<file path="config.mk">
export PLATFORM = sky130hd
export DESIGN_NAME = wmv_ctrl
export DESIGN_NICKNAME = d
export VERILOG_FILES = /design/src/hdl/wmv_pkg.sv /design/src/hdl/wmv_ctrl.sv
export SDC_FILE = /design/constraint.sdc
export NUM_CORES = 1
export LEC_CHECK = 0
export BUFFER_PORTS_ARGS = -buffer_cell sky130_fd_sc_hd__buf_2
export CORE_AREA = 5 5 42 44
export CTS_CLUSTER_SIZE = 25
export DETAILED_ROUTE_END_ITERATION = 6
export DIE_AREA = 0 0 47 49
export HOLD_SLACK_MARGIN = 0.03
export PLACE_DENSITY = 0.63
export SYNTH_ARGS = -nofsm -noshare
export SYNTH_HDL_FRONTEND = slang
export SYNTH_SLANG_ARGS = --single-unit
</file>
<file path="constraint.sdc">
create_clock -name clk -period 1.2 [get_ports clk]
set_input_delay 0 -clock clk [delete_from_list [all_inputs] [get_ports clk]]
set_output_delay 0 -clock clk [all_outputs]
set_load 0.03 [all_outputs]
</file>
<file path="src/hdl/wmv_pkg.sv">
package wmv_pkg;

    localparam int SAMPLE_W = 16;
    localparam int MEAN_W   = 24;
    localparam int VAR_W    = 30;
    localparam int CHANNELS = 3;
    localparam int DIGIT_W  = 8;
    localparam int FRAC_W   = 8;

    typedef logic [SAMPLE_W-1:0] sample_t;
    typedef logic [MEAN_W-1:0]   mean_t;
    typedef logic [VAR_W-1:0]    var_t;

    typedef struct packed {
        logic capture;
        logic update;
        logic div_step;
        logic qr_load;
        logic sq_load;
        logic t_load;
        logic out_load;
    } wmv_cmd_t;

endpackage

</file>
<file path="src/hdl/wmv_ctrl.sv">
module wmv_ctrl #(
    parameter int WINDOW = 20
) (
    input  logic              clk,
    input  logic              rst_n,
    input  logic              in_valid,
    output logic              in_ready,
    output logic              out_valid,
    input  logic              out_ready,
    output wmv_pkg::wmv_cmd_t cmd
);
    import wmv_pkg::*;

    localparam int SQ_W  = 2 * SAMPLE_W + $clog2(WINDOW);
    localparam int ND    = (SQ_W + DIGIT_W - 1) / DIGIT_W;
    localparam int CNT_W = $clog2(ND);

    localparam logic [2:0] S_IDLE  = 3'd0;
    localparam logic [2:0] S_UPD   = 3'd1;
    localparam logic [2:0] S_MDIV  = 3'd2;
    localparam logic [2:0] S_QR    = 3'd3;
    localparam logic [2:0] S_SQ    = 3'd4;
    localparam logic [2:0] S_TLOAD = 3'd5;
    localparam logic [2:0] S_TDIV  = 3'd6;
    localparam logic [2:0] S_FIN   = 3'd7;

    logic [2:0]       state_reg, state_next;
    logic [CNT_W-1:0] cnt_reg, cnt_next;
    logic             out_valid_reg, out_valid_next;

    always_comb
    begin
        state_next = state_reg;
        cnt_next   = cnt_reg;
        cmd        = '0;
        in_ready   = 1'b0;
        case (state_reg)
            S_IDLE:
            begin
                in_ready = 1'b1;
                if (in_valid)
                begin
                    cmd.capture = 1'b1;
                    state_next  = S_UPD;
                end
            end
            S_UPD:
            begin
                cmd.update = 1'b1;
                cnt_next   = '0;
                state_next = S_MDIV;
            end
            S_MDIV:
            begin
                cmd.div_step = 1'b1;
                if (cnt_reg == CNT_W'(ND - 1))
                begin
                    state_next = S_QR;
                end
                else
                begin
                    cnt_next = cnt_reg + 1'b1;
                end
            end
            S_QR:
            begin
                cmd.qr_load = 1'b1;
                state_next  = S_SQ;
            end
            S_SQ:
            begin
                cmd.sq_load = 1'b1;
                state_next  = S_TLOAD;
            end
            S_TLOAD:
            begin
                cmd.t_load = 1'b1;
                cnt_next   = '0;
                state_next = S_TDIV;
            end
            S_TDIV:
            begin
                cmd.div_step = 1'b1;
                if (cnt_reg == CNT_W'(ND - 1))
                begin
                    state_next = S_FIN;
                end
                else
                begin
                    cnt_next = cnt_reg + 1'b1;
                end
            end
            S_FIN:
            begin
                if (!out_valid_reg || out_ready)
                begin
                    cmd.out_load = 1'b1;
                    state_next   = S_IDLE;
                end
            end
            default:
            begin
                state_next = S_IDLE;
            end
        endcase
    end

    always_comb
    begin
        if (cmd.out_load)
        begin
            out_valid_next = 1'b1;
        end
        else if (out_ready)
        begin
            out_valid_next = 1'b0;
        end
        else
        begin
            out_valid_next = out_valid_reg;
        end
    end

    always_ff @(posedge clk or negedge rst_n)
    begin
        if (!rst_n)
        begin
            state_reg     <= S_IDLE;
            cnt_reg       <= '0;
            out_valid_reg <= 1'b0;
        end
        else
        begin
            state_reg     <= state_next;
            cnt_reg       <= cnt_next;
            out_valid_reg <= out_valid_next;
        end
    end

    assign out_valid = out_valid_reg;

    a_out_load_free: assert property (@(posedge clk) disable iff (!rst_n)
        cmd.out_load |-> (!out_valid_reg || out_ready))
        else $error("result loaded over a pending transaction");

    a_accept_updates: assert property (@(posedge clk) disable iff (!rst_n)
        (in_valid && in_ready) |=> (state_reg == S_UPD))
        else $error("accepted transaction not followed by window update");

    a_cnt_range: assert property (@(posedge clk) disable iff (!rst_n)
        cnt_reg <= CNT_W'(ND - 1))
        else $error("digit counter out of range");

    a_idle_no_step: assert property (@(posedge clk) disable iff (!rst_n)
        in_ready |-> !cmd.div_step)
        else $error("divider stepping while idle");

    a_result_follows: assert property (@(posedge clk) disable iff (!rst_n)
        cmd.out_load |=> out_valid_reg)
        else $error("loaded result not presented");

endmodule

</file>
==> out/metrics.csv <==
stage,metric,value,unit
run_status,status,"complete, but fails checks",
run_status,failing checks,negative setup slack,
sta,clk_skew,0.00442,ns
synthesis,sequential area share after synthesis,38.7,%
layout,layout cell share with drive strength beyond 1,56.9,%
placed_design,Inst Count DP,77,
clock_network,# H-tree levels,1,
sta,fin crit period,1.24,ns
synthesis,Post-Synthesis Net Count,54,
global_route,largest net degree at the start of global routing,10,
sta,final clock period utilization by the worst path,103,%
placed_design,I/O Buffers,12,
route,Via density,4.81,
route,drt pass-1 iters,2,
route,Routed Antenna Nets,0,
worst_setup_path,Setup crit start,state_reg[1],
global_route,vias in the first global route,445,
sta,Hold Fails Final Rpt,0,
sta,Max Slew Vio Count,0,
worst_setup_path,CP Max Fanout,3,
clock_network,clock-pin slew on the worst setup and hold paths,0.06,ns
worst_setup_path,Worst setup SP type,flop,
floorplan,Die Y,49,um
power_and_ir_drop,combinational power share,66.5,%
layout,Synth-to-Final Area Change,56.9,%
worst_setup_path,WP data arrival,1.24,ns
floorplan,Die X,47,um
clock_network,CTS buffer count,3,
layout,diode count,0,
route,Avg WL per Cell,12.8,um
clock_network,clock root buffer,clkbuf_4,
sta,final setup fails,2,
power_and_ir_drop,Leak Pwr,0.329,nW
floorplan,I/O pins,13,
power_and_ir_drop,P_sw,0.943,mW
synthesis,synthesized area,453,um2
sta,max_slew headroom,79.5,%
floorplan,row cnt,14,
layout,FILL cells,147,
sta,RSZ-0062 raised after global routing,yes,
job,max cap viols,0,
layout,nets,79,
synthesis,"Avg Cell Area, Syn",9.44,um2
clock_network,Clock Latency Late Sink,0.25,ns
worst_setup_path,RR Startpoint,cnt_reg[0],
floorplan,core area,1400,um2
worst_setup_path,CP Class,reg -> out,
floorplan,Die ar.,2300,um2
clock_network,CTS tree,built,
global_route,total global-route track usage,11.1,%
power_and_ir_drop,maximum vdd drop,1.19,mV
worst_setup_path,R2R cell count,5,
hold_path,Worst Hold Class,in -> async,
synthesis,Synth Warn #,0,
route,final WL,1120,um
worst_setup_path,Crit Reg-Reg Endpoint,cnt_reg[0],
placed_design,DP HPWL,739,um
clock_network,CTS Buffer Depth,2,
sta,fmax,0.809,GHz
power_and_ir_drop,cell internal pwr,1.16,mW
synthesis,synthesis-stage register bit count,7,
power_and_ir_drop,pwr dens,2960,nW/um2
synthesis,"Distinct cells, synth",23,
placed_design,GPL Wtd Cong,0.652,
global_route,Overflow after GRT,0,
layout,post-route insts no fill,88,
worst_setup_path,crit path capture,cmd[6],
synthesis,Cells after Synth,48,
floorplan,initial core utilization,32.3,%
worst_setup_path,Crit path required time,1.20,ns
power_and_ir_drop,clock share of power,10.2,%
global_route,first-pass GRT wire length,1880,um
route,initial drt markers,2,
worst_setup_path,critical path endpoint category,primary output,
clock_network,# clock sinks,7,
layout,fin util,50.7,%
route,# DRC,0,
power_and_ir_drop,part of the power in registers,23.3,%
power_and_ir_drop,Net Sw Frac,44.8,%
worst_setup_path,flop2flop setup slack,0.01,ns
global_route,antenna violations before repair,0,
sta,Worst Max-Slew Pin Slew,0.306,ns
route,vias,423,
sta,setup ws final,-0.0362,ns
-- layout by cell type, fill, tap and decap left out, types with 3 or more instances in the layout --
cell type	netlist	layout
buf_4	2	12
buf_2	0	5
clkbuf_4	0	3
dfrtp_1	7	4
dfrtp_2	0	3
nor2_1	6	4
a21oi_1	4	4
buf_6	2	5
-- worst max-delay path: stages (launching register included) --
cell	delay, ns
dfrtp_2	0.42
buf_6	0.13
nor3_4	0.16
and2_4	0.16
buf_6	0.12
-- worst min-delay path by stage --
| stage | startpoint | endpoint | slack, ns | depth (start not counted) |
|---|---|---|---|---|
| global placement | rst_n | cnt_reg[1] | -0.15 | 1 |
| finish | rst_n | cnt_reg[2] | 0.12 | 2 |
| detailed placement | rst_n | cnt_reg[0] | -0.15 | 1 |
| global route | rst_n | cnt_reg[2] | 0.14 | 2 |
| floorplan | rst_n | cnt_reg[0] | -0.30 | 0 |
| CTS | rst_n | cnt_reg[2] | 0.12 | 2 |
-- metrics by stage --
stage                     setup WS (ns)  TNS [ns]  hold slack (ns)  total power, mW  instance area, um2
after floorplan                 0.00462         0           -0.296             1.32                 477
after global placement         -0.00293  -0.00293           -0.155             1.53                 557
after detailed placement        -0.0107   -0.0107           -0.154             1.54                 557
after CTS                       -0.0469   -0.0515            0.116             1.99                 673
after global routing            -0.0994    -0.248            0.136             2.25                 711
final                           -0.0362   -0.0374            0.119             2.10                 711
-- synthesized netlist by cell type --
master / number / share of area, %
dfrtp_1: 7 / 39
nor2_1: 6 / 5.0
a21oi_1: 4 / 4.4
nor3_1: 4 / 4.4
inv_1: 3 / 2.5
and2_1: 2 / 2.8
buf_4: 2 / 3.3
buf_6: 2 / 5.0
ha_1: 2 / 5.5
nand2_1: 2 / 1.7
nor2b_1: 2 / 2.8
a211oi_2: 1 / 2.8
a21boi_2: 1 / 2.5
a21oi_2: 1 / 1.9
a221o_1: 1 / 2.2
a2bb2oi_1: 1 / 1.9
and2b_1: 1 / 1.7
and3b_1: 1 / 1.9
nand2b_1: 1 / 1.4
nand3_2: 1 / 2.2
nor3b_1: 1 / 1.7
o2bb2ai_1: 1 / 1.9
o32ai_1: 1 / 1.9
-- power groups by stage --
stage	Combinational [mW]	Clock [mW]	Sequential, mW
finish	1.40	0.214	0.491
global route	1.51	0.236	0.508
CTS	1.28	0.221	0.492
detailed placement	1.03	0	0.517
global placement	1.02	0	0.517
floorplan	0.851	0	0.465
-- cell type report --
cell class / count / area, um2 / area share, %
Clock buffer: 4 / 26.3 / 3.70
Tap cell: 16 / 20.0 / 2.82
Multi-Input combinational cell: 34 / 283 / 39.8
Timing Repair Buffer: 24 / 191 / 26.9
Inverter: 3 / 11.3 / 1.58
Sequential cell: 7 / 179 / 25.2
-- logic make-up (layout without fill, tap and decap cells) --
group                    after synthesis  in the layout  synth area share, %
AO/OA/AOI/OAI                         11             11                 19.6
flip-flops                             7              7                 38.7
buffers and inverters                  7             31                 10.8
adder cells (fa/ha/maj)                2              2                 5.52
AND/OR/NAND/NOR                       21             21                 25.4
-- per-layer routing --
layer | vias to the layer above | GRT usage, % | routed length, um
met2 | 9 | 17.6 | 609
met4 | 0 | 5.53 | 11
li1 | 211 | - | -
met5 | - | 0 | 0
met1 | 201 | 13.5 | 457
met3 | 2 | 2.58 | 44
-- repair_timing --
item                       in CTS  in global routing
setup endpoints to repair       9                  9
hold buffers                    2                  0
pin swaps                       1                  2
resized for setup              16                 11
gates cloned                    0                  0
setup buffers                   3                  2
hold endpoints to repair        8                  0
Power figures use the tool's default switching activity.
